## src/rss_ram.sv

```systemverilog
`timescale 1ns / 1ps
`default_nettype none
module rss_ram #(
  parameter int WIDTH = 32,
  parameter int DEPTH = 8
) (
  input  wire                      clk,
  input  wire                      we,
  input  wire [$clog2(DEPTH > 1 ? DEPTH : 2)-1:0] waddr,
  input  wire [WIDTH-1:0]          wdata,
  input  wire [$clog2(DEPTH > 1 ? DEPTH : 2)-1:0] raddr,
  output logic [WIDTH-1:0]         rdata
);
  logic [WIDTH-1:0] mem [DEPTH];
  always_ff @(posedge clk) begin
    if (we) mem[waddr] <= wdata;
    rdata <= mem[raddr];
  end
endmodule
`default_nettype wire

```

## config.mk

```make
export PLATFORM = sky130hd
export DESIGN_NAME = rss_ram
export DESIGN_NICKNAME = d
export VERILOG_FILES = /design/src/rss_ram.sv
export SDC_FILE = /design/constraint.sdc
export NUM_CORES = 1
export LEC_CHECK = 0
export ABC_AREA = 1
export BUFFER_PORTS_ARGS = -buffer_cell sky130_fd_sc_hd__buf_2
export CAP_MARGIN = 30
export CORE_UTILIZATION = 55
export CTS_CLUSTER_SIZE = 10
export DETAILED_ROUTE_END_ITERATION = 8
export PLACE_DENSITY = 0.76
export SYNTH_ARGS = -nofsm -noshare
export SYNTH_HDL_FRONTEND = slang
export SYNTH_SLANG_ARGS = --single-unit
```

## constraint.sdc

```tcl
create_clock -name clk -period 7.1 [get_ports clk]
set_clock_uncertainty 0.1 [all_clocks]
set_input_delay 0.71 -clock clk [delete_from_list [all_inputs] [get_ports clk]]
set_output_delay 0.71 -clock clk [all_outputs]
set_load 0.02 [all_outputs]
```

# After elaboration in Yosys (flattened, before gate mapping)
# Memories as Yosys holds them, arrays and structs flattened. A register that Yosys moved wholly into a read port is not among the register bits.
# Index checks and enable logic that the tools add are counted.
dict set report classes {
  mux 2
}
# op n
set ops {}
lappend ops {{$mux 1} 2}
dict set report totals {
  reg_bits 0
  ram_bits 256
  out_inout_bits 32
  memories 1
}
# memory depth width rd rd_clocked_by_memory_dff wr line_no
set memory_table {}
lappend memory_table {mem 8 32 1 1 1 14} ;# logic [WIDTH-1:0] mem [DEPTH];

# Depth between registers and ports, before layout
dict set report logic_depth {
  word_depth 2
  mapped_depth 8
}

# Least setup slack after synthesis
# OpenSTA, ideal clock, no wires.
dict set report synth_timing {
  path_type {input port to flip-flop}
  startpoint {in waddr[0] (netlist name)}
  endpoint {mem mem[0][0], enable pin}
  arrival_time_ns 2.206
  t_required_ns 6.579
  slack_ns 4.373
  stages 3
  n_path_buf 0
  path_cell_list {inv_1 > nand2_1 > nor2_1}
}
# item line_no
set synth_lines {}
lappend synth_lines {{start: declaration} 9} ;# input wire [$clog2(DEPTH > 1 ? DEPTH : 2)-1:0] waddr,
lappend synth_lines {{end: declaration} 14}
# Straight into the memory's write port.

==> flow_summary.json <==
{
  "cap_viol_max_count": 0,
  "clkTransAtPathRegs_ps": 50,
  "power_mw": 3.74,
  "hold_violations": 0,
  "vdd_ir_drop_max_mv": 0.194,
  "dp_hpwl_um": 11600,
  "cp.required_ps": 7440,
  "synth_ff_type": "edfxtp_1",
  "cts_setup_buffers": 0,
  "cellPowerDensity_nw_per_um2": 278,
  "core_area_sq_um": 21100,
  "overflow": 0,
  "syn-cell-area_sq_um": 11900,
  "gp_congestion": 0.697,
  "crit_cells": 9,
  "grt_max_degree": 97,
  "grt_pass1_wl_um": 37300,
  "path_max_fanout": 92,
  "r2r_start": "mem[5][13]",
  "dpl_worst_slack_ps": 3890,
  "ctsHoldBuffers": 0,
  "synth_top_area_cell": "edfxtp_1",
  "cpLargestDelayFamily": "buffers and inverters",
  "drc": 0,
  "yosysMostFrequentCell": "nand2_1",
  "vias": 7521,
  "cts_buffer_depth": 3,
  "yosys_warnings": 0,
  "relSlewSlack": 0.391,
  "syn2layout_area_growth_pct": 13.3,
  "r2r_end": "rdata[13]",
  "yosysUniqueCellTypes": 12,
  "cts_sinks": 288,
  "design_area_sq_um": 13500,
  "arrival_ps": 3030,
  "crit_start": "raddr[0]",
  "dpl_cell_area_sq_um": 12400,
  "worstSetupPathType": "primary input to flop",
  "finalSetupViolations": 0,
  "synth_area_leaders": "edfxtp_1, nand2_1, inv_1",
  "critPathCaptureType": "flop",
  "path_buf_inv": 4,
  "ios": 72,
  "synthTopCellsByCount": "nand2_1, inv_1, edfxtp_1",
  "period_share": 0.379,
  "setup_slack_ps": 4410,
  "antenna_found_initial": 1,
  "ys_ff_latch": 288,
  "cts_buffers": 34,
  "final_antenna_net_count": 0,
  "routed_wl_um": 23800,
  "rows": 53,
  "slowest_stage": "clkinv_2",
  "max_freq_mhz": 372,
  "tightest_slew_ps": 914,
  "cts_resized": 0,
  "finalMaxSlewViolations": 0,
  "grt_usage": 0.223,
  "clock_latency_ps": 500,
  "rsz0062_at_grt": "no",
  "avgSynthCellArea_sq_um": 10.3,
  "cts_tree": "built",
  "synthArstFlopShare": 0,
  "hold_slack_ps": 373,
  "layout-drive-gt1-share": 0.106,
  "synth_edf_count": 256,
  "leakagePower_nw": 6.22,
  "die_x_um": 149,
  "rrSetupSlack_ps": 6050,
  "drt_iter0_markers": 608,
  "cts-root-buf": "clkbuf_16",
  "viasPerCell": 4.94,
  "yosysTopAreaCellShare": 0.647,
  "path_cells": "buf_4 -> clkinv_2 -> buf_4 -> buf_16 -> nand2_1 -> nand3_1 -> nand2_1 -> nand2_1 -> nand2_1",
  "setup_tns_ps": 0,
  "die_y_um": 149,
  "port_buffers": 71,
  "max_stage_delay_ps": 600,
  "syn_nets": 1196,
  "h-tree-depth": 2,
  "fin_crit_ps": 2690,
  "cpMostUsedCell": "nand2_1",
  "status": "finished, final reports clean",
  "ys_seq_area_frac": 0.701,
  "start_kind": "primary input",
  "first_pass_iters": 4,
  "synthCells": 1156,
  "min_path_type": "primary input to flop",
  "die_area_sq_um": 22200,
  "r2r_cells": 6,
  "worstSetupEndpoint": "rdata[22]",
  "route.detailed.wl_per_inst_um": 15.6,
  "final_nets": 1269,
  "grt_pass1_vias": 7134,
  "start_util": 0.563
}
==> area by class of cell <==
| type | instances | area [sq um] |
|---|---|---|
| inverter | 262 | 985 |
| antenna | 1 | 2.50 |
| multi-input combinational | 558 | 2310 |
| clock buffer | 55 | 993 |
| tap | 275 | 344 |
| fill | 1588 | 7640 |
| timing repair buffer | 85 | 483 |
| sequential | 288 | 8330 |
==> where the power goes <==
part           internal (mW)  total [mW]  switching, mW
registers               1.92        1.93         0.0184
clock network          0.948        1.56          0.611
logic                 0.0710       0.246          0.175
==> through the flow <==
| step | std cells | utilization |
|---|---|---|
| floorplan | 1156 | - |
| global placement | 1467 | 0.589 |
| detailed placement | 1467 | 0.589 |
| CTS | 1522 | 0.636 |
| global route | 1523 | 0.638 |
| finish | 1524 | 0.638 |
==> placed cells by master (no fill, tap or decap) <==
master,instances
inv_2,1
clkinv_2,1
buf_16,1
buf_2,70
dfxtp_1,32
nand3_1,128
inv_1,259
clkbuf_1,18
clkinv_1,1
edfxtp_1,256
nor2_4,8
buf_4,14
clkbuf_16,37
diode_2,1
nand2_1,422
==> routing by layer <==
| layer | share of wire | global-route usage | wire [um] |
|---|---|---|---|
| met2 | 0.49 | 0.367 | 11700 |
| met3 | 0.064 | 0.0370 | 1520 |
| met1 | 0.43 | 0.303 | 10100 |
| met5 | 0 | 0 | 0 |
| met4 | 0.020 | 0.0760 | 481 |
==> state kept, by name (all words and copies together), names as in the netlist <==
| signal | flops |
|---|---|
| mem | 256 |
| rdata | 32 |
==> cell families (layout without fill, tap and decap cells) <==
kind of cell | after synthesis | count (layout) | share of synthesized area
other | 0 | 1 | 0
and+or+nand+nor | 558 | 558 | 0.190
DFF | 288 | 288 | 0.701
buffers and inverters | 310 | 402 | 0.109
==> worst min path at each step <==
stage                          start          to  slack, ps  cells after the start
final                       wdata[8]   mem[3][8]        370                      1
after global routing        wdata[8]   mem[4][8]        370                      1
after CTS                  wdata[31]  mem[3][31]        360                      1
after detailed placement   mem[0][1]    rdata[1]        510                      6
after global placement     mem[0][6]    rdata[6]        500                      6
after floorplan           mem[4][30]   rdata[30]        490                      6
Power figures use the tool's default switching activity.
