[src/rss_sqrt.sv]
`timescale 1ns / 1ps
`default_nettype none
// Bit-pair integer square root of a 64-bit word, one result bit a cycle.
module rss_sqrt (
  input  wire         clk,
  input  wire         rst,
  input  wire         start,
  input  wire  [63:0] val,
  output logic        done,
  output logic [31:0] root
);
  logic        busy;
  logic [4:0]  cnt;
  logic [63:0] v;
  logic [33:0] rem;
  logic [33:0] trial;
  logic [33:0] sh;

  assign sh    = {rem[31:0], v[63:62]};
  assign trial = sh - {root, 2'b01};

  always_ff @(posedge clk) begin
    if (rst) begin
      busy <= 1'b0;
      done <= 1'b0;
    end else begin
      done <= 1'b0;
      if (start) begin
        busy <= 1'b1;
        cnt  <= 5'd31;
        v    <= val;
        rem  <= '0;
        root <= '0;
      end else if (busy) begin
        v <= {v[61:0], 2'b00};
        if (!trial[33]) begin
          rem  <= trial;
          root <= {root[30:0], 1'b1};
        end else begin
          rem  <= sh;
          root <= {root[30:0], 1'b0};
        end
        cnt <= cnt - 5'd1;
        if (cnt == 5'd0) begin
          busy <= 1'b0;
          done <= 1'b1;
        end
      end
    end
  end
endmodule
`default_nettype wire

[config.mk]
export PLATFORM = sky130hd
export DESIGN_NAME = rss_sqrt
export DESIGN_NICKNAME = d
export VERILOG_FILES = /design/src/rss_sqrt.sv
export SDC_FILE = /design/constraint.sdc
export NUM_CORES = 1
export LEC_CHECK = 0
export ABC_AREA = 1
export BUFFER_PORTS_ARGS = -buffer_cell sky130_fd_sc_hd__buf_2
export CAP_MARGIN = 20
export CELL_PAD_IN_SITES_DETAIL_PLACEMENT = 1
export CELL_PAD_IN_SITES_GLOBAL_PLACEMENT = 1
export CORE_UTILIZATION = 44
export DETAILED_ROUTE_END_ITERATION = 16
export GPL_TIMING_DRIVEN = 0
export MAX_ROUTING_LAYER = met4
export PLACE_DENSITY = 0.9
export SYNTH_ARGS = -nofsm -noshare
export SYNTH_HDL_FRONTEND = slang
export SYNTH_SLANG_ARGS = --single-unit
[constraint.sdc]
create_clock -name clk -period 9.6 [get_ports clk]
set_input_delay 1.44 -clock clk [delete_from_list [all_inputs] [get_ports clk]]
set_output_delay 1.44 -clock clk [all_outputs]
set_load 0.01 [all_outputs]
; Yosys cells after proc, flatten, opt, wreduce, memory -nomap -nowiden
; Index checks and enable logic that the tools add are counted.
[classes]
n_mux = 11
n_mul = 0
reduce_logical = 4
bitwise = 2
magnitude_cmp = 0
shifts = 0
eq_ne = 0
div_mod_pow = 0
n_addsub = 2
[ops]
columns = op, count
row1 = two-way mux 64 bit, 2
row2 = two-way mux 32 bit, 3
row3 = subtractor 34 bit, 1
row4 = logical NOT 5 bit, 1
row5 = two-way mux 1 bit, 5
row6 = two-way mux 5 bit, 1
row7 = "subtractor 5 x 1 -> 5 bit, second input constant", 1
row8 = OR reduction 3 bit, 1
row9 = inverter 1 bit, 2
row10 = AND reduction 2 bit, 1
row11 = nonzero test 2 bit, 1
[word_totals]
mem_bits_rw = 0
elab_cells = 25
mem_bits_ro = 0
regBits = 135
latch_bits = 0
inputBits = 67
n_memories = 0

; Logic depth before layout (Yosys ltp)
; Gate-level depths: netlist of run 1.
[depth]
ltp_word = 4
ltp_mapped = 17
depth_no_buf = 16

; Least setup slack after synthesis of run 1
; No wires, ideal clock.
[synth_timing]
path_kind = input to register
start = in start
end = reg busy
path_slack_ps = 738
setup_ps = 84
cell_stages = 5
t_arrival_ps = 8778
required_time_ps = 9516
path_cell_list = inv_2 clkbuf_1 a21oi_1 o21ai_0 inv_1
[synth_via]
elab_chain_len = 1
[synth_lines]
columns = element, line_no
row1 = from (decl), 7  ; input wire start,
row2 = two-way mux 1 bit, 28  ; if (start) begin
row3 = to (signal assigned), 24  ; busy <= 1'b0;
row4 = to (signal assigned), 29  ; busy <= 1'b1;
row5 = to (signal assigned), 45  ; busy <= 1'b0;
row6 = to (decl), 12  ; logic busy;
; Every way passes these cells.
; A chain may end at the register's enable or synchronous reset.

; Worst setup path after layout of run 1
[layout_timing]
start = in start
end = reg rem[20] (enable)
[layout_via]
elab_chain_len = 2
[layout_lines]
columns = element, line_no
row1 = nonzero test 2 bit (no source line), -
row2 = AND reduction 2 bit (no source line), -
row3 = to (signal assigned), 37  ; rem <= trial;
row4 = to (signal assigned), 40  ; rem <= sh;
row5 = to (decl), 15  ; logic [33:0] rem;
; Every way passes these cells.

==> results.sh, run 1 <==
export IMPL_ys_ff_latch=135
export IMPL_grt_pass1_wl_um=39000
export IMPL_r2r_slack_ns=7.02
export IMPL_post_cts_buffers=0
export IMPL_cap_viol_max_count=0
export IMPL_crit_fanout=24
export IMPL_cp_start_kind="input pin"
export IMPL_cp_slowest_cell="a21oi_4"
export IMPL_synth_top_area_share_pct=48.1
export IMPL_hold_start="v[58]$_DFFE_PP_"
export IMPL_maxSlewViolCount=0
export IMPL_num_rows=49
export IMPL_worstSetupPathType="input pin to flip-flop"
export IMPL_yosysWarnings=0
export IMPL_cts_made_buffers=17
export IMPL_drive_gt1_share_pct=17.6
export IMPL_antenna_found_initial=0
export IMPL_finalHoldViolCount=0
export IMPL_async_flop_share_pct=0
export IMPL_clk_latency_ns=0.44
export IMPL_critPathArrivalTime_ns=3.20
export IMPL_path_delay_family="buffers and inverters"
export IMPL_cp_buffers_inverters=5
export IMPL_tns_ns=0
export IMPL_p_leak_nw=4.80
export IMPL_rr_endpoint="rem[3]$_SDFFCE_PP0P_"
export IMPL_syn_nets=1134
export IMPL_grt_setup_unrepaired="false"
export IMPL_peakVddDrop_mv=0.143
export IMPL_slew_headroom_pct=45.8
export IMPL_dp_hpwl_um=17800
export IMPL_final_nets=1257
export IMPL_cts_hold_buffers=0
export IMPL_grt_usage_pct=26.9
export IMPL_cts_tree="built"
export IMPL_clock_skew_ns=0.0103
export IMPL_wl_per_cell_um=17.3
export IMPL_start_util_pct=45.6
export IMPL_dieArea_um2=19400
export IMPL_holdPathEnd="v[60]$_DFFE_PP_"
export IMPL_syn_area_um2=8300
export IMPL_finalNonFillerCells=1399
export IMPL_antenna_cells=0
export IMPL_synth_top_area_cell="edfxtp_1"
export IMPL_worstSetupStartpoint="start"
export IMPL_finalSetupViolations=0
export IMPL_syn_area_per_cell_um2=8.03
export IMPL_overflow=0
export IMPL_grt_max_degree=31
export IMPL_cp_data_required_time_ns=9.74
export IMPL_syn_inst=1034
export IMPL_max_freq_mhz=327
export IMPL_synth_ff_type="edfxtp_1"
export IMPL_syn_to_final_growth_pct=18.3
export IMPL_drc=0
export IMPL_vias_per_cell=5.11
export IMPL_wl_um=24200
export IMPL_grt_pass1_vias=7659
export IMPL_path_cells="buf_2 -> inv_2 -> clkbuf_1 -> a21oi_4 -> buf_12 -> buf_16"
export IMPL_vias=7151
export IMPL_dieWidth_um=139
export IMPL_slowest_delay_ns=0.74
export IMPL_fin_crit_sh_pct=31.9
export IMPL_r2r_cells=11
export IMPL_run_status="complete, no violations"
export IMPL_tightestPinTransition_ns=0.811
export IMPL_setup_worst_path_end_class="flip-flop"
export IMPL_ant_nets=0
export IMPL_ios=100
export IMPL_period_needed_ns=3.06
export IMPL_p_total_mw=1.93
export IMPL_synth_most_common_cell="nand2_1"
export IMPL_hold_worst_slack_ns=0.514
export IMPL_gp_congestion=0.920
export IMPL_drt_initial_drc_count=312
export IMPL_io_buffers=99
export IMPL_utilization_pct=53.9
export IMPL_cts_sink_count=135
export IMPL_core_um2=18200
export IMPL_ys_seq_area_share_pct=48.6
export IMPL_dpl_cell_count=1367
export IMPL_hold_class="flip-flop to flip-flop"
export IMPL_synth_area_top_cells="edfxtp_1 (48%), nand2_1 (17%), inv_1 (6.2%)"
export IMPL_cts_max_path_buffers=2
export IMPL_hold_depth=2
export IMPL_h_tree_depth=4
export IMPL_synth_cell_types=38
export IMPL_cts_clk_slew_worst_paths_ns=0.07
export IMPL_timing_rr_start="rem[18]$_SDFFCE_PP0P_"
export IMPL_synth_edf_count=133
export IMPL_die_h_um=139
export IMPL_cts_resized=0
export IMPL_powerDensity_nw_per_um2=196
export IMPL_fillers=2238
export IMPL_dr_pass1_iters=5
export IMPL_cts_root_buf="clkbuf_16"
export IMPL_synthTopCellsByCount="nand2_1 (378), inv_1 (137), edfxtp_1 (133)"
-- registers in the layout, indices dropped and copies added, names as in the netlist --
name,count
busy,1
rem,32
v,64
cnt,5
root,32
done,1
-- placed cells by master, fill, tap and decap left out, types with 2 or more instances in the layout --
master       n
nand4_1      5
buf_6        3
a21oi_2      3
clkinv_8     2
nand2_4      3
a21o_1       2
inv_8        5
nor2_2      34
a21oi_4      2
nor3_1       9
dfxtp_1      2
buf_1        2
o21ai_0     21
nand2_2      6
inv_1      137
o21ai_1      2
edfxtp_1   133
o21bai_1     3
clkbuf_1    19
xor2_1      16
buf_12       5
nand2_1    378
nand3_1     58
nor2_1     101
buf_2      102
nand3_2      3
a21oi_1     36
buf_16       3
ha_1        33
inv_2        4
nor2_4       3
inv_6        6
clkbuf_16   17
-- power by group --
part           switching (mW)  total (mW)  internal, mW
combinational           0.333       0.511         0.178
sequential             0.0200       0.728         0.708
clock                   0.316       0.691         0.375
total                   0.669        1.93          1.26
-- per-stage QoR --
step / setup slack (ns) / area [um^2]
after global placement: -2.43 / 9080
after floorplan: 0.738 / 8300
after detailed placement: 6.08 / 9220
final: 6.54 / 9820
after global routing: 6.42 / 9820
after CTS: 6.53 / 9820
-- cells by family (layout without fill, tap and decap cells) --
kind of cell               after synthesis  after routing  synth area share (%)
and+or+nand+nor                        606            606                  31.2
buffers and inverters                  171            307                  8.64
DFF                                    135            135                  48.6
AOI/OAI and AO/OA                       72             72                  4.85
adders and majority gates               33             33                  4.97
xor gates and xnor gates                17             17                  1.79
-- area by class of cell --
cell class	count	area, um^2	area share (%)
clock inverter	15	180	1.83
timing repair buffer	104	618	6.29
inverter	141	529	5.39
clock buffer	17	425	4.33
multi-input combinational	728	3560	36.3
sequential	135	4030	41.1
buffer	30	188	1.91
tap	229	287	2.92
-- layer usage --
| layer | share of wire (%) | vias to the layer above | track usage [%] |
|---|---|---|---|
| li1 | - | 3536 | - |
| met1 | 42 | 3424 | 30.2 |
| met2 | 52 | 159 | 47.7 |
| met3 | 4.5 | 32 | 5.75 |
| met4 | 1.6 | 0 | 8.01 |
| met5 | 0 | - | - |
-- worst min-delay path: stages, from the launching register on --
cell and delay [ns]:
edfxtp_1 0.32, nand2_1 0.05, nand2_1 0.05
-- worst max-delay path by stage --
stage                                   endpoint  slack, ns  cells after the start
after CTS                  rem[20]$_SDFFCE_PP0P_       6.53                      6
after global placement           busy$_SDFF_PP0_      -2.43                      6
after floorplan                  busy$_SDFF_PP0_       0.74                      5
after global routing       rem[19]$_SDFFCE_PP0P_       6.42                      6
after detailed placement  root[20]$_SDFFCE_PP0P_       6.08                      6
final                      rem[20]$_SDFFCE_PP0P_       6.54                      6
No activity file was read; power rests on OpenSTA's default activity.
==> run 2: changes to the inputs <==
==> constraint.sdc (replaced) <==
create_clock -name clk -period 2.9 [get_ports clk]
set_input_delay 0.435 -clock clk [delete_from_list [all_inputs] [get_ports clk]]
set_output_delay 0.435 -clock clk [all_outputs]
set_load 0.01 [all_outputs]
==> run 2 against run 1 <==
Clock power grew to 3.1 times the previous value. Worst hold slack got worse by 0.29 ns. Non-clock buffer count is the same. Critical endpoint unchanged. Register-to-register slack got worse by 6.7 ns. Core utilization decreased by 0.096 points. Critical path type is now flip-flop to flip-flop. Final cell count stayed put. Sequential share of layout area grew 0.073 points. Clock-buffer cell count stayed put. Largest cell class unchanged.
==> results.sh, run 2 (same netlist as run 1, synthesis figures left out) <==
export IMPL_grt_max_degree=31
export IMPL_setup_worst_path_end_class="flip-flop"
export IMPL_io_buffers=99
export IMPL_vias=7215
export IMPL_dp_hpwl_um=18000
export IMPL_tightestPinTransition_ns=0.645
export IMPL_power_frac_clock_pct=34.1
export IMPL_cts_max_path_buffers=2
export IMPL_antenna_found_initial=0
export IMPL_worstSetupStartpoint="root[18]$_SDFFCE_PP0P_"
export IMPL_top_layer="met4"
export IMPL_timing_rr_start="root[18]$_SDFFCE_PP0P_"
export IMPL_critPathArrivalTime_ns=2.81
export IMPL_die_h_um=139
export IMPL_cts_root_buf="clkbuf_16"
export IMPL_drt_initial_drc_count=334
export IMPL_slew_headroom_pct=57.0
export IMPL_h_tree_depth=4
export IMPL_syn_to_final_growth_pct=18.1
export IMPL_clk_latency_ns=0.44
export IMPL_clock_skew_ns=0.0147
export IMPL_r2r_cells=12
export IMPL_finalSetupViolations=0
export IMPL_dieArea_um2=19400
export IMPL_overflow=0
export IMPL_crit_fanout=10
export IMPL_finalHoldViolCount=0
export IMPL_hold_class="input pin to flip-flop"
export IMPL_cap_viol_max_count=0
export IMPL_wl_um=23800
export IMPL_cts_clk_slew_worst_paths_ns=0.07
export IMPL_cts_resized=0
export IMPL_period_needed_ns=2.54
export IMPL_fillers=2259
export IMPL_largest_reg_flops=64
export IMPL_cts_tree="built"
export IMPL_grt_pass1_vias=7864
export IMPL_wl_per_cell_um=17.0
export IMPL_dieWidth_um=139
export IMPL_num_rows=49
export IMPL_switching_share_pct=34.7
export IMPL_rr_endpoint="rem[20]$_SDFFCE_PP0P_"
export IMPL_grt_usage_pct=26.7
export IMPL_wl_met2_um=12200
export IMPL_drive_gt1_share_pct=17.7
export IMPL_cts_hold_buffers=0
export IMPL_core_um2=18200
export IMPL_gp_congestion=0.947
export IMPL_ant_nets=0
export IMPL_p_seq_share_pct=38.7
export IMPL_ios=100
export IMPL_dr_pass1_iters=4
export IMPL_top_register="v"
export IMPL_p_total_mw=6.23
export IMPL_cp_start_kind="flip-flop"
export IMPL_endpoint="rem[20]$_SDFFCE_PP0P_"
export IMPL_cts_made_buffers=17
export IMPL_powerDensity_nw_per_um2=635
export IMPL_grt_setup_unrepaired="false"
export IMPL_drc=0
export IMPL_tns_ns=0
export IMPL_layout_common_cells="nand2_1 (378), inv_1 (137), edfxtp_1 (133), buf_2 (102), nor2_1 (101)"
export IMPL_run_status="complete, no violations"
export IMPL_peakVddDrop_mv=0.449
export IMPL_layout_commonest_cell="nand2_1"
export IMPL_p_leak_nw=4.79
export IMPL_power_internal_mw=4.07
export IMPL_crit_top_cell="nand2_1"
export IMPL_cp_data_required_time_ns=3.17
export IMPL_worstSetupPathType="flip-flop to flip-flop"
export IMPL_reg_top3="v x64, rem x32, root x32"
export IMPL_p_sw_mw=2.16
export IMPL_antenna_cells=0
export IMPL_final_nets=1257
export IMPL_power_frac_comb_pct=27.3
export IMPL_fin_crit_sh_pct=87.5
export IMPL_start_util_pct=45.6
export IMPL_hold_worst_slack_ns=0.225
export IMPL_max_freq_mhz=394
export IMPL_path_cells="inv_1 -> ha_1 -> a21oi_1 -> nand2_1 -> nand2_1 -> nand3_1 -> a21oi_4 -> nand3_2 -> buf_2 -> nand3_1 -> nand2_1 -> nor2_1"
export IMPL_cts_sink_count=135
export IMPL_wl_met3_um=996
export IMPL_post_cts_buffers=0
export IMPL_cp_slowest_cell="ha_1"
export IMPL_slowest_delay_ns=0.36
export IMPL_grt_pass1_wl_um=38900
export IMPL_r2r_slack_ns=0.36
export IMPL_maxSlewViolCount=0
export IMPL_met1Wirelength_um=10000
export IMPL_vias_per_cell=5.16
[run 2: final cells by class]
class / instances / area (um^2) / share of cell area [%]
plain buffers: 30 / 209 / 2.13
clock buffers: 17 / 425 / 4.34
clock inverters: 15 / 136 / 1.39
inverters: 141 / 542 / 5.53
multi-input cells: 728 / 3560 / 36.3
flip-flops and latches: 135 / 4030 / 41.1
well taps: 229 / 287 / 2.92
repair buffers: 104 / 611 / 6.23
[run 2: power groups by stage]
stage	Clock, mW	Combinational (mW)	Sequential (mW)
2_1_floorplan	0	1.18	2.45
3_3_place_gp	0	1.58	2.45
3_5_place_dp	0	1.67	2.45
4_1_cts	2.15	1.70	2.41
5_1_grt	2.22	1.88	2.42
6_report	2.12	1.70	2.41
[run 2: worst min-delay path by stage]
stage	slack, ns	to	startpoint	depth (start not counted)
after global placement	0.49	v[54]$_DFFE_PP_	v[52]$_DFFE_PP_	2
after detailed placement	0.50	v[8]$_DFFE_PP_	v[6]$_DFFE_PP_	2
after CTS	0.21	done$_SDFF_PP0_	rst	2
after global routing	0.22	done$_SDFF_PP0_	rst	2
after floorplan	0.47	done$_SDFF_PP0_	busy$_SDFF_PP0_	2
final	0.22	done$_SDFF_PP0_	rst	2
[run 2: per-stage QoR]
step	util [%]	instance area, um^2	std cells	worst slack (ns)
finish	53.9	9810	1399	0.363
global route	53.9	9810	1399	0.155
detailed placement	50.8	9240	1367	0.390
global placement	50.1	9130	1362	-1.58
CTS	53.9	9810	1399	0.370
floorplan	-	8350	1034	-0.350
[run 2: critical path: cells and delay by family, from the launching register on]
family / cells / cell delay, ns
AO/OA/AOI/OAI: 2 / 0.52
buffers and inverters: 2 / 0.30
adder cells (fa/ha/maj): 1 / 0.36
AND/OR/NAND/NOR: 7 / 0.84
flip-flops: 1 / 0.34
[run 2: layer usage]
layer  track usage [%]  vias up
met2              46.6      162
met1              30.0     3471
li1                  -     3539
met5                 -        -
met3              5.57       43
met4              9.88        0
