## config.mk

```make
export PLATFORM = sky130hd
export DESIGN_NAME = rss_div
export DESIGN_NICKNAME = d
export VERILOG_FILES = /design/src/rss_pkg.sv /design/src/rss_div.sv
export SDC_FILE = /design/constraint.sdc
export NUM_CORES = 1
export LEC_CHECK = 0
export BUFFER_PORTS_ARGS = -buffer_cell sky130_fd_sc_hd__buf_2
export CELL_PAD_IN_SITES_DETAIL_PLACEMENT = 0
export CELL_PAD_IN_SITES_GLOBAL_PLACEMENT = 2
export CORE_MARGIN = 2
export CORE_UTILIZATION = 35
export CTS_BUF_LIST = sky130_fd_sc_hd__clkbuf_16
export DETAILED_ROUTE_END_ITERATION = 8
export MAX_ROUTING_LAYER = met4
export PLACE_DENSITY_LB_ADDON = 0.15
export SKIP_LAST_GASP = 1
export SYNTH_ARGS = -nofsm -noshare
export SYNTH_HDL_FRONTEND = slang
export SYNTH_SLANG_ARGS = --single-unit
```

## constraint.sdc

```tcl
create_clock -name clk -period 32.2 [get_ports clk]
set_input_delay 1.61 -clock clk [delete_from_list [all_inputs] [get_ports clk]]
set_output_delay 1.61 -clock clk [all_outputs]
set_load 0.1 [all_outputs]
```

## src/rss_pkg.sv

```systemverilog
`timescale 1ns / 1ps
`default_nettype none
package rss_pkg;
  localparam int unsigned C_NEW = 3932;
  localparam int unsigned C_OLD = 61604;
  localparam logic [1:0] OP_OBSERVE  = 2'd0;
  localparam logic [1:0] OP_FORECAST = 2'd1;
  localparam logic [1:0] OP_LOAD     = 2'd2;
  localparam logic [2:0] REG_LEVEL_GAIN  = 3'd0;
  localparam logic [2:0] REG_SEASON_GAIN = 3'd1;
  localparam logic [2:0] REG_BAND_WIDTH  = 3'd2;
  localparam logic [2:0] REG_LEVEL_INIT  = 3'd3;
  localparam logic [2:0] REG_VAR_INIT    = 3'd4;

  // request to the shared divider
  typedef struct packed {
    logic               start;
    logic signed [31:0] num;
    logic signed [31:0] den;
  } div_req_t;

  typedef struct packed {
    logic               done;
    logic signed [31:0] quo;
  } div_rsp_t;

  function automatic logic signed [31:0] sat32(input logic signed [65:0] v);
    if (v > 66'sd2147483647) return 32'sh7fffffff;
    if (v < -66'sd2147483648) return 32'sh80000000;
    return v[31:0];
  endfunction
endpackage
`default_nettype wire

```

## src/rss_div.sv

```systemverilog
`timescale 1ns / 1ps
`default_nettype none
// Restoring divider, one quotient bit a cycle: (num << 16) / den, toward zero,
// saturated; zero divisor saturates by dividend sign.
module rss_div (
  input  wire                clk,
  input  wire                rst,
  input  rss_pkg::div_req_t  req,
  output rss_pkg::div_rsp_t  rsp
);
  import rss_pkg::*;
  logic        busy;
  logic [5:0]  cnt;
  logic [47:0] dvd;
  logic [47:0] quo;
  logic [48:0] rem;
  logic [31:0] dmag;
  logic        neg;
  logic [48:0] trial;
  logic [48:0] sh;

  assign sh    = {rem[47:0], dvd[47]};
  assign trial = sh - {17'd0, dmag};

  always_ff @(posedge clk) begin
    if (rst) begin
      busy <= 1'b0;
      rsp.done <= 1'b0;
    end else begin
      rsp.done <= 1'b0;
      if (req.start) begin
        if (req.den == 32'sd0) begin
          rsp.done <= 1'b1;
          rsp.quo  <= (req.num > 0) ? 32'sh7fffffff :
                      (req.num < 0) ? 32'sh80000000 : 32'sd0;
        end else begin
          busy <= 1'b1;
          cnt  <= 6'd48;
          dvd  <= {(req.num[31] ? 32'(-req.num) : 32'(req.num)), 16'd0};
          dmag <= req.den[31] ? 32'(-req.den) : 32'(req.den);
          neg  <= req.num[31] ^ req.den[31];
          rem  <= '0;
          quo  <= '0;
        end
      end else if (busy) begin
        if (cnt == 6'd0) begin
          // all 48 quotient bits are in
          busy     <= 1'b0;
          rsp.done <= 1'b1;
          rsp.quo  <= sat32(neg ? -$signed({18'd0, quo}) : $signed({18'd0, quo}));
        end else begin
          dvd <= {dvd[46:0], 1'b0};
          if (!trial[48]) begin
            rem <= trial;
            quo <= {quo[46:0], 1'b1};
          end else begin
            rem <= sh;
            quo <= {quo[46:0], 1'b0};
          end
          cnt <= cnt - 6'd1;
        end
      end
    end
  end
endmodule
`default_nettype wire

```

# Yosys cells after proc, flatten, opt, wreduce, memory -nomap -nowiden
# Cells that the tools add are included.
[word_totals] register_bits=217 inputBits=67 output_inout_bits=33 wordCells=78
[op_classes] add_sub_neg=5 magnitude_cmp=4 n_eq_ne=3 muxes=46 bitwise=3 n_reduce_logical=7
[ops] cell="2-to-1 mux 48 bit" count=13
[ops] cell="2-to-1 mux 32 bit" count=7
[ops] cell="2-to-1 mux 33 bit" count=4
[ops] cell="> comparator 66 x 32 -> 1 bit, second input constant" count=1
[ops] cell="< comparator 66 x 32 -> 1 bit, second input constant" count=1
[ops] cell="2-to-1 mux 66 bit" count=1
[ops] cell="negator 48 -> 66 bit" count=1
[ops] cell="negator 32 bit" count=2
[ops] cell="subtractor 49 x 32 -> 49 bit" count=1
[ops] cell="> comparator 32 x 1 -> 1 bit, second input constant" count=1
[ops] cell="logical NOT 32 bit" count=1
[ops] cell="< comparator 32 x 1 -> 1 bit, second input constant" count=1
[ops] cell="2-to-1 mux 31 bit" count=1
[ops] cell="2-to-1 mux 6 bit" count=4
[ops] cell="2-to-1 mux 1 bit" count=16
[ops] cell="AND reduction 4 bit" count=2
[ops] cell="logical NOT 6 bit" count=1
[ops] cell="subtractor 6 x 1 -> 6 bit, second input constant" count=1
[ops] cell="inequality test 2 bit, second input constant" count=2
[ops] cell="nonzero test 2 bit" count=2
[ops] cell="AND reduction 3 bit" count=1
[ops] cell="inequality test 2 x 1 -> 1 bit, second input constant" count=1
[ops] cell="NOT 1 bit" count=2
[ops] cell="bitwise XOR 1 bit" count=1

# Depth between registers and ports, before layout
# Gate-level depths: netlist (run 1).
[logic_depth] word_depth=18 ltp_mapped=14 ltp_nobuf=12

# Least setup slack after synthesis (run 1)
# OpenSTA, ideal clock, no wires.
[synth_timing] kind="in2reg" startpoint="in req[0] (netlist name)" endpoint="reg cnt[0] (enable)" setup_ps=793 arrival_ps=11474 required_time_ps=31407 path_slack_ps=19932 cell_stages=9 n_path_buf=0 cell_sequence="inv_1 > ha_1 > nand3_1 > nor3_1 > nand4_1 > nor4_1 > nand2_1 > o21ai_0 > nor3_1"
[synth_via] elab_chain_len=3
[synth_lines] element="start, declared" line="rss_div.sv:8" source="input rss_pkg::div_req_t req,"
[synth_lines] element="logical NOT 32 bit" line="rss_div.sv:32" source="if (req.den == 32'sd0) begin"
[synth_lines] element="inequality test 2 bit (no source line)"
[synth_lines] element="AND reduction 4 bit (no source line)"
[synth_lines] element="end signal, assigned" line="rss_div.sv:60" source="cnt <= cnt - 6'd1;"
[synth_lines] element="end, declared" line="rss_div.sv:13" source="logic [5:0] cnt;"
# No other way between the ends.
# A chain may end at the register's enable or synchronous reset.

# Worst setup path in the final report (run 1)
[layout_timing] startpoint="in req[6] (netlist name)" endpoint="reg rem[43] (enable)"
[layout_via] elab_chain_len=3
[layout_lines] element="logical NOT 32 bit" line="rss_div.sv:32"
[layout_lines] element="inequality test 2 bit (no source line)"
[layout_lines] element="AND reduction 4 bit (no source line)"
[layout_lines] element="end signal, assigned" line="rss_div.sv:54" source="rem <= trial;"
[layout_lines] element="end signal, assigned" line="rss_div.sv:57" source="rem <= sh;"
[layout_lines] element="end, declared" line="rss_div.sv:16" source="logic [48:0] rem;"
# No other way between the ends.

==> results of run 1 <==
final cells by class:
type                            count  area (um^2)
Tap cell                          461          577
Clock buffer                       27          676
Timing Repair Buffer              109          573
Clock inverter                     17          126
Fill cell                        3595        21300
Multi-Input combinational cell    965         6210
Inverter                           53          199
Antenna cell                        1         2.50
Sequential cell                   201         6020
path summary, 6_finish.rpt:
| kind | from | to | slack, ns |
|---|---|---|---|
| worst max-delay path | req[6] | rem[43]$_SDFFCE_PP0P_ | 27.16 |
| worst min-delay path | busy$_SDFFE_PP0P_ | busy$_SDFFE_PP0P_ | 0.54 |
| worst min register to register | busy$_SDFFE_PP0P_ | busy$_SDFFE_PP0P_ | 0.54 |
| worst max register to register | quo[11]$_SDFFCE_PP0P_ | rsp[0]$_DFFE_PP_ | 28.01 |
cell families (layout without fill, tap and decap cells):
| logic type | count (synthesis) | after routing | synth area share |
|---|---|---|---|
| adder cells (fa/ha/maj) | 37 | 37 | 0.0371 |
| AND/OR/NAND/NOR | 463 | 463 | 0.187 |
| flip-flops | 201 | 201 | 0.474 |
| other | 0 | 1 | 0 |
| buffers and inverters | 115 | 206 | 0.0378 |
| AO/OA/AOI/OAI | 327 | 327 | 0.167 |
| XOR/XNOR | 126 | 126 | 0.0870 |
| multiplexers | 12 | 12 | 0.0101 |
worst reg2reg max path, delay by kind of cell, from the launching register on:
| family | cells | cell delay [ns] |
|---|---|---|
| DFF | 1 | 0.43 |
| and+or+nand+nor | 5 | 1.58 |
| buffers and inverters | 1 | 0.45 |
| AOI/OAI and AO/OA | 4 | 1.45 |
synthesized netlist by cell type, types with 19 or more instances:
cell | instances | area share
clkbuf_1 | 51 | 0.015
o21ai_2 | 30 | 0.021
xnor2_1 | 60 | 0.041
xor2_1 | 66 | 0.046
inv_1 | 53 | 0.016
nor3_1 | 29 | 0.011
a21oi_1 | 117 | 0.046
nand3_1 | 22 | 0.0087
nand2b_1 | 19 | 0.0094
edfxtp_1 | 199 | 0.47
ha_1 | 36 | 0.036
nand2_1 | 129 | 0.038
nor2b_1 | 52 | 0.026
o21ai_0 | 62 | 0.024
or3_1 | 25 | 0.012
nor2_1 | 94 | 0.028
o31ai_1 | 32 | 0.019
metrics by stage:
stage | power [mW] | util
3_5_place_dp | 0.452 | 0.381
5_1_grt | 0.760 | 0.403
4_1_cts | 0.732 | 0.403
3_3_place_gp | 0.452 | 0.381
2_1_floorplan | 0.417 | -
6_report | 0.722 | 0.403
sequential cells by signal (all words and copies together), names as in the netlist:
name / cells
dvd: 32
rem: 48
quo: 48
rsp: 33
neg: 1
dmag: 32
busy: 1
cnt: 6
power groups by stage:
stage               sequential, mW  clock, mW  combinational (mW)
floorplan                    0.324          0              0.0938
global placement             0.324          0               0.128
detailed placement           0.324          0               0.127
CTS                          0.319      0.285               0.128
global route                 0.321      0.295               0.144
finish                       0.319      0.276               0.127
layer usage:
layer | up-vias | global-route usage | routed length [um]
li1 | 4837 | - | -
met1 | 4607 | 0.248 | 16100
met2 | 167 | 0.256 | 13600
met3 | 43 | 0.0201 | 1090
met4 | 0 | 0.0425 | 754
met5 | - | - | 0
==> results.tsv, run 1 <==
stage	metric	value	unit
run_status	status	finished, violations left	
run_status	violations	design-rule violations	
cts	clockBufferDepth	3	
cts	cts_sinks	201	
sta	finalCritPeriodShare	0.157	
power_and_ir_drop	p_comb_frac	0.176	
cts	ctsResizeCount	0	
critical_path	path_class	input port to register	
routing	firstDrtPassIters	6	
synth	synth_edf_count	199	
synth	async_flop_share	0	
die	core	35700	um^2
sta	tns	0	ns
placement	hpwl	21800	um
placement	numPortBuffers	99	
global_route	grt_max_degree	86	
sta	fin_crit	5.04	ns
global_route	grt_pass1_wl	51400	um
min_path	worstHoldPathType	register to register	
die	io_pins	100	
placement	place_inst	1789	
critical_path	critPathMaxStageDelay	0.56	ns
critical_path	arrival	5.22	ns
sta	slew_headroom	0.285	
sta	worstMarginPinSlew	1.07	ns
routing	drt-total-wl	31500	um
synth	ys_ff_latch	201	
cts	cts_tree	yes	
power_and_ir_drop	p_int	523	uW
cts	hold_buffers	0	
routing	drcViolationCount	4	
critical_path	cp.required	32.37	ns
cts	cts-buffers-inserted	26	
finish	instances_no_fill	1834	
power_and_ir_drop	p_sw_frac	0.275	
finish	drive_above_1_share	0.149	
synth	synth_nets	1385	
global_route	grt-ovfl-total	0	
die	row_count	69	
critical_path	crit_cells	11	
critical_path	cp-end-kind	register	
placement	gp_congestion	0.790	
flow_run	max_cap_viol_count	0	
synth	synthCells	1281	
critical_path	path_cells	buf_2, or4_1, or3_1, nor3_1, nand4_1, nor4_1, nand2_1, o21ai_0, nor3_2, buf_4, buf_4	
finish	final_cell_mix	199 x edfxtp_1, 129 x nand2_1, 116 x a21oi_1, 98 x buf_2, 93 x nor2_1	
synth	synth.distinct_cells	73	
sta	max_freq	0.198	GHz
sta	fin_skew	0.0111	ns
power_and_ir_drop	power.share.sequential	0.442	
sta	final_hold_viol_count	0	
power_and_ir_drop	peakVddDrop	0.0000383	V
routing	wire_per_inst	17.2	um
critical_path	slowest_stage	or4_1	
routing	vias	9654	
critical_path	worst_setup_path_start_kind	input port	
sta	rsz0062_at_grt	no	
global_route	grt_pass1_vias	9255	
global_route	grt_antenna_before_repair	1	
finish	finalInstanceArea	14400	um^2
placement	pre_cts_ws	26.70	ns
finish	final_common_cell	edfxtp_1	
cts	cts_post_setup_buffers_inserted	0	
critical_path	worstPathMaxFanout	62	
sta	drv_slew	0	
synth	synth_warnings	0	
die	die_x	194	um
sta	hold_ws	0.544	ns
critical_path	critPathMostFrequentCell	buf_4	
sta	setup_violations	0	
critical_path	crit_family	simple AND/OR/NAND/NOR gates	
power_and_ir_drop	p_switching	199	uW
die	die-area	37800	um^2
min_path	hold_depth	2	
cts	path_clk_slew	0.06	ns
synth	syn_avg_cell_area	9.90	um^2
critical_path	rr_worst_depth	10	
cts	clock_tree.root_cell	clkbuf_16	
die	die_y	194	um
sta	layout_setup_ws	27.16	ns
placement	place_area	13600	um^2
power_and_ir_drop	pwr-share-clk	0.382	
cts	htree_levels	1	
finish	area_delta_synth_final	13.4	%
die	start_util	0.356	
synth	syn_area	12700	um^2
routing	viasPerCell	5.26	
synth	ys.flop_type	edfxtp_1	
synth	synth_seq_area_share	0.474	
power_and_ir_drop	power_leakage	5.19	nW
routing	antenna_left	0	
global_route	grt.total_usage	0.171	
cts	clk_latency	0.53	ns
critical_path	path_buf_inv	3	
finish	fin_nets	1460	
routing	drt_iter0_drc	565	
power_and_ir_drop	power_density	50.2	nW/um^2
(Power assumes the default switching activity.)
==> run 2: changes to the inputs <==
clock period = 5.15 ns   (was 32.2 ns; I/O delays follow)
==> run 2 against run 1 <==
Die area unchanged. Design area is essentially flat. Cell count rose by 0.22%. Count of clock-buffer cells in the layout shrank 1. Hold slack worse by 0.51 ns. Register-to-register slack worse by 27 ns. Setup slack got worse by 26 ns. Sequential cell count unchanged. The flow still finishes with violations (design-rule violations). Sequential share of layout area about the same. First-iteration DRC count shrank 2.8%. Sequential power rose to 6.3 times the previous value.
==> results.tsv, run 2 (synthesized netlist as in run 1, its figures left out) <==
stage	metric	value	unit
run_status	status	finished, violations left	
run_status	violations	design-rule violations	
cts	clock_tree.root_cell	clkbuf_16	
placement	gp_congestion	0.831	
placement	numPortBuffers	99	
sta	fin_crit	4.11	ns
power_and_ir_drop	p_int	3.20	mW
global_route	grt-ovfl-total	0	
critical_path	cp-end-kind	register	
sta	worstMarginPinSlew	1.05	ns
finish	insertedDiodeCount	0	
cts	ctsResizeCount	0	
min_path	worstHoldPathType	input port to register	
sta	finalCritPeriodShare	0.797	
power_and_ir_drop	pwr-share-clk	0.374	
critical_path	arrival	4.37	ns
sta	setup_violations	0	
die	die_y	194	um
sta	drv_slew	0	
power_and_ir_drop	peakVddDrop	0.000218	V
global_route	grt_pass1_vias	9362	
finish	reg.largest.list	quo x48, rem x48, rsp x33	
critical_path	cp.required	5.42	ns
die	die-area	37800	um^2
global_route	grt.total_usage	0.170	
finish	final_cell_mix	199 x edfxtp_1, 129 x nand2_1, 116 x a21oi_1, 98 x buf_2, 93 x nor2_1	
power_and_ir_drop	p_sw_frac	0.283	
finish	area_delta_synth_final	13.4	%
placement	hpwl	21700	um
flow_run	max_cap_viol_count	0	
routing	vias	9697	
cts	path_clk_slew	0.06	ns
cts	cts-buffers-inserted	26	
global_route	grt_antenna_before_repair	0	
sta	tns	0	ns
sta	max_freq	0.244	GHz
sta	rsz0062_at_grt	no	
finish	final_common_cell	edfxtp_1	
sta	slew_headroom	0.301	
sta	fin_skew	0.0147	ns
global_route	grt_pass1_wl	50800	um
die	io_pins	100	
critical_path	worst_setup_path_start_kind	register	
routing	firstDrtPassIters	9	
power_and_ir_drop	power_density	310	nW/um^2
die	die_x	194	um
routing	drt-total-wl	31600	um
die	row_count	69	
power_and_ir_drop	p_comb_frac	0.178	
power_and_ir_drop	power.share.sequential	0.449	
power_and_ir_drop	power_leakage	5.18	nW
sta	final_hold_viol_count	0	
routing	antenna_left	0	
cts	clk_latency	0.54	ns
routing	viasPerCell	5.28	
critical_path	path_class	register to register	
power_and_ir_drop	p_switching	1.26	mW
power_and_ir_drop	finalPower	4.46	mW
cts	cts_sinks	201	
cts	clockBufferDepth	3	
global_route	grt_max_degree	91	
die	core	35700	um^2
routing	wire_per_inst	17.2	um
routing	drt_iter0_drc	549	
finish	fin_nets	1463	
cts	cts_tree	yes	
critical_path	rrSetupSlack	1.04	ns
critical_path	worstPathMaxFanout	31	
finish	drive_above_1_share	0.147	
cts	htree_levels	1	
die	start_util	0.356	
routing	drcViolationCount	7	
cts	cts_post_setup_buffers_inserted	0	
run 2: layout make-up:
class	count	area (um^2)
clock buffers	26	651
well taps	461	577
flip-flops and latches	201	6020
clock inverters	20	124
repair buffers	112	601
inverters	53	199
fillers	3592	21300
multi-input cells	965	6220
run 2: worst max-delay path, stage by stage (launching register included):
cell and delay [ns]:
edfxtp_1 0.43, nor3_1 0.47, and3_1 0.46, nand3_2 0.25, o31ai_1 0.53, nand2_1 0.09
a2111oi_0 0.48, nand4_1 0.22, a211oi_4 0.26, buf_4 0.45, o21ai_1 0.13
run 2: layer usage:
metal	wire, um	GRT usage	up-vias	part of all wire
li1	-	-	4856	-
met5	0	-	-	0
met1	16200	0.246	4601	0.51
met4	526	0.0385	0	0.017
met3	1500	0.0276	40	0.047
met2	13400	0.250	200	0.42
run 2: timing repair:
item                                    4_1_cts  5_1_grt
endpoints found under the hold margin         2        0
hold buffers                                  2        0
endpoints found under the setup margin        0        0
run 2: final timing paths:
| check | from | to | cells past startpoint |
|---|---|---|---|
| worst max-delay path | quo[11]$_SDFFCE_PP0P_ | rsp[0]$_DFFE_PP_ | 10 |
| worst min-delay path | req[11] | dmag[11]$_DFFE_PP_ | 2 |
| worst max register to register | quo[11]$_SDFFCE_PP0P_ | rsp[0]$_DFFE_PP_ | 10 |
| worst min register to register | busy$_SDFFE_PP0P_ | busy$_SDFFE_PP0P_ | 2 |
run 2: through the flow:
stage	cell area, um^2	setup slack, ns	instances	hold WS [ns]	utilization
2_1_floorplan	12700	0.391	1281	0.327	-
3_3_place_gp	13600	1.02	1790	0.472	0.381
3_5_place_dp	13600	0.974	1790	0.477	0.381
4_1_cts	14400	0.993	1838	0.000414	0.403
5_1_grt	14400	0.730	1838	0.0287	0.403
6_report	14400	1.04	1838	0.0334	0.403
run 2: power by group through the flow:
stage	clock, mW	combinational, mW	sequential (mW)
finish	1.67	0.793	2.00
global placement	0	0.803	2.03
global route	1.78	0.895	2.01
CTS	1.73	0.799	2.00
detailed placement	0	0.793	2.03
floorplan	0	0.587	2.01
==> run 3: changes to the inputs <==
ABC_AREA = 1   (was default)
CORE_UTILIZATION = 33   (was 35)
clock period = 3.45 ns   (was 5.15 ns; I/O delays follow)
==> run 3 against run 2 <==
The run now ends clean. Critical path depth up 5. Synthesized area up 12%. Combinational power up 99%. Setup slack worse by 0.75 ns. Via count up 29%. Count of clock-buffer cells in the layout up 1. Sequential share of layout area down 5.3 points. Highest routed layer unchanged.
==> results.tsv, run 3 <==
stage	metric	value	unit
die	start_util	0.336	
global_route	grt_pass1_vias	12122	
sta	final_hold_viol_count	0	
synth	netlist_top_cells_area	edfxtp_1 42%, nand2_1 13%, nor2_1 9.7%	
global_route	grt_max_degree	84	
placement	place_inst	2502	
cts	cts_tree	yes	
die	die-area	44600	um^2
finish	final_cell_mix	486 x nand2_1, 367 x nor2_1, 204 x inv_1, 199 x edfxtp_1, 105 x o21ai_0	
die	die_x	211	um
flow_run	max_cap_viol_count	0	
synth	ys.flop_type	edfxtp_1	
finish	area_delta_synth_final	16.0	%
global_route	grt_pass1_wl	67900	um
critical_path	worstPathMaxFanout	31	
run_status	status	complete, no violations	
cts	cts-buffers-inserted	26	
placement	gp_congestion	0.881	
sta	setup_violations	0	
sta	rsz0062_at_grt	no	
synth	synth_edf_count	199	
routing	antenna_left	0	
power_and_ir_drop	power_density	442	nW/um^2
sta	worstMarginPinSlew	1.14	ns
finish	reg.largest.list	quo x48, rem x48, rsp x33	
power_and_ir_drop	power_leakage	6.89	nW
cts	cts_post_setup_buffers_inserted	0	
cts	clock_tree.root_cell	clkbuf_16	
cts	htree_levels	1	
power_and_ir_drop	p_comb_frac	0.217	
die	io_pins	100	
synth	synth.distinct_cells	44	
die	core	42100	um^2
power_and_ir_drop	p_int	5.05	mW
routing	wire_per_inst	16.7	um
critical_path	cp-end-kind	register	
synth	synthTopCellsByCount	486 x nand2_1, 368 x nor2_1, 201 x inv_1	
die	row_count	75	
synth	synth_warnings	0	
synth	synth.most_common_cell	nand2_1	
synth	synth_nets	1994	
routing	drt_iter0_drc	779	
sta	fin_skew	0.00894	ns
critical_path	arrival	3.47	ns
die	die_y	211	um
power_and_ir_drop	power.share.sequential	0.408	
sta	max_freq	0.316	GHz
power_and_ir_drop	p_switching	2.22	mW
routing	viasPerCell	4.86	
global_route	grt-ovfl-total	0	
finish	finalInstanceArea	16400	um^2
routing	firstDrtPassIters	5	
routing	vias	12517	
synth	ys_ff_latch	201	
synth	syn_avg_cell_area	7.50	um^2
finish	instances_no_fill	2573	
cts	cts_sinks	201	
cts	path_clk_slew	0.06	ns
sta	fin_crit	3.16	ns
routing	drt-total-wl	42900	um
critical_path	cp.required	3.76	ns
placement	hpwl	33000	um
cts	clk_latency	0.55	ns
min_path	worstHoldPathType	input port to register	
sta	drv_slew	0	
synth	async_flop_share	0	
critical_path	worst_setup_path_start_kind	register	
routing	drcViolationCount	0	
power_and_ir_drop	peakVddDrop	0.000368	V
sta	finalCritPeriodShare	0.916	
synth	synth.largest_area_cell	edfxtp_1	
synth	synthCells	1890	
sta	slew_headroom	0.238	
placement	place_area	15400	um^2
global_route	grt.total_usage	0.199	
critical_path	path_class	register to register	
global_route	grt_antenna_before_repair	0	
finish	drive_above_1_share	0.103	
power_and_ir_drop	pwr-share-clk	0.375	
finish	insertedDiodeCount	0	
placement	numPortBuffers	99	
cts	clockBufferDepth	3	
power_and_ir_drop	p_sw_frac	0.306	
power_and_ir_drop	finalPower	7.27	mW
synth	syn_area	14200	um^2
finish	fin_nets	2120	
finish	final_common_cell	nand2_1	
synth	yosysTopAreaCellShare	0.421	
synth	synth_seq_area_share	0.424	
-- run 3: through the flow --
step | setup TNS [ns] | hold WS [ns] | setup WS [ns] | utilization
after CTS | 0 | 0.00236 | 0.293 | 0.390
final | 0 | 0.0304 | 0.290 | 0.390
after global placement | 0 | 0.395 | 0.305 | 0.364
after floorplan | -5.30 | 0.242 | -0.0395 | -
after detailed placement | 0 | 0.398 | 0.310 | 0.364
after global routing | 0 | 0.0293 | 0.0732 | 0.390
-- run 3: metal layers --
layer,share of wire,vias up,global-route usage,wire [um]
li1,-,6391,-,-
met1,0.52,5871,0.298,22500
met2,0.42,219,0.292,18100
met3,0.040,36,0.0208,1710
met4,0.015,0,0.0357,626
met5,0,-,-,0
-- run 3: area by class of cell --
type / instances / area, um^2
Multi-Input combinational cell: 1434 / 7120
Timing Repair Buffer: 151 / 1040
Clock inverter: 19 / 166
Clock buffer: 27 / 676
Inverter: 202 / 758
Tap cell: 539 / 674
Sequential cell: 201 / 6020
Fill cell: 4455 / 25700
-- run 3: what timing repair did --
| action | CTS | global route |
|---|---|---|
| hold buffers | 25 | 0 |
| endpoints found under the hold margin | 26 | 0 |
| endpoints found under the setup margin | 0 | 0 |
| resized for setup | 0 | 0 |
-- run 3: logic make-up after synthesis --
kind of cell               after synthesis  synth area share
xor gates and xnor gates               126            0.0778
and+or+nand+nor                       1028             0.296
adders and majority gates               37            0.0332
AOI/OAI and AO/OA                      243            0.0927
DFF                                    201             0.424
buffers and inverters                  255            0.0762
-- run 3: final timing paths --
kind / startpoint / to / slack (ns) / cells past startpoint
min reg2reg: busy$_SDFFE_PP0P_ / busy$_SDFFE_PP0P_ / 0.51 / 2
max: dvd[47]$_DFFE_PP_ / rem[19]$_SDFFCE_PP0P_ / 0.29 / 15
max reg2reg: dvd[47]$_DFFE_PP_ / rem[19]$_SDFFCE_PP0P_ / 0.29 / 15
min: req[42] / dvd[26]$_DFFE_PP_ / 0.03 / 3
-- run 3: power groups by stage --
stage	registers, mW	clock network [mW]	logic [mW]
2_1_floorplan	2.99	0	1.08
5_1_grt	2.99	2.90	1.78
3_3_place_gp	3.02	0	1.56
6_report	2.97	2.72	1.58
4_1_cts	2.97	2.82	1.59
3_5_place_dp	3.02	0	1.55
-- run 3: critical path: stages (launching register included) --
cell and delay, ns:
edfxtp_1 0.32, inv_1 0.05, ha_1 0.23, fa_1 0.44, inv_1 0.12, nand2_1 0.07, o21ai_1 0.21, a21oi_1 0.19
o21bai_2 0.27, nand2_1 0.13, a31o_1 0.20, nand2_2 0.08, buf_4 0.33, nand3_1 0.13, nand2_1 0.09, nor2_1 0.05
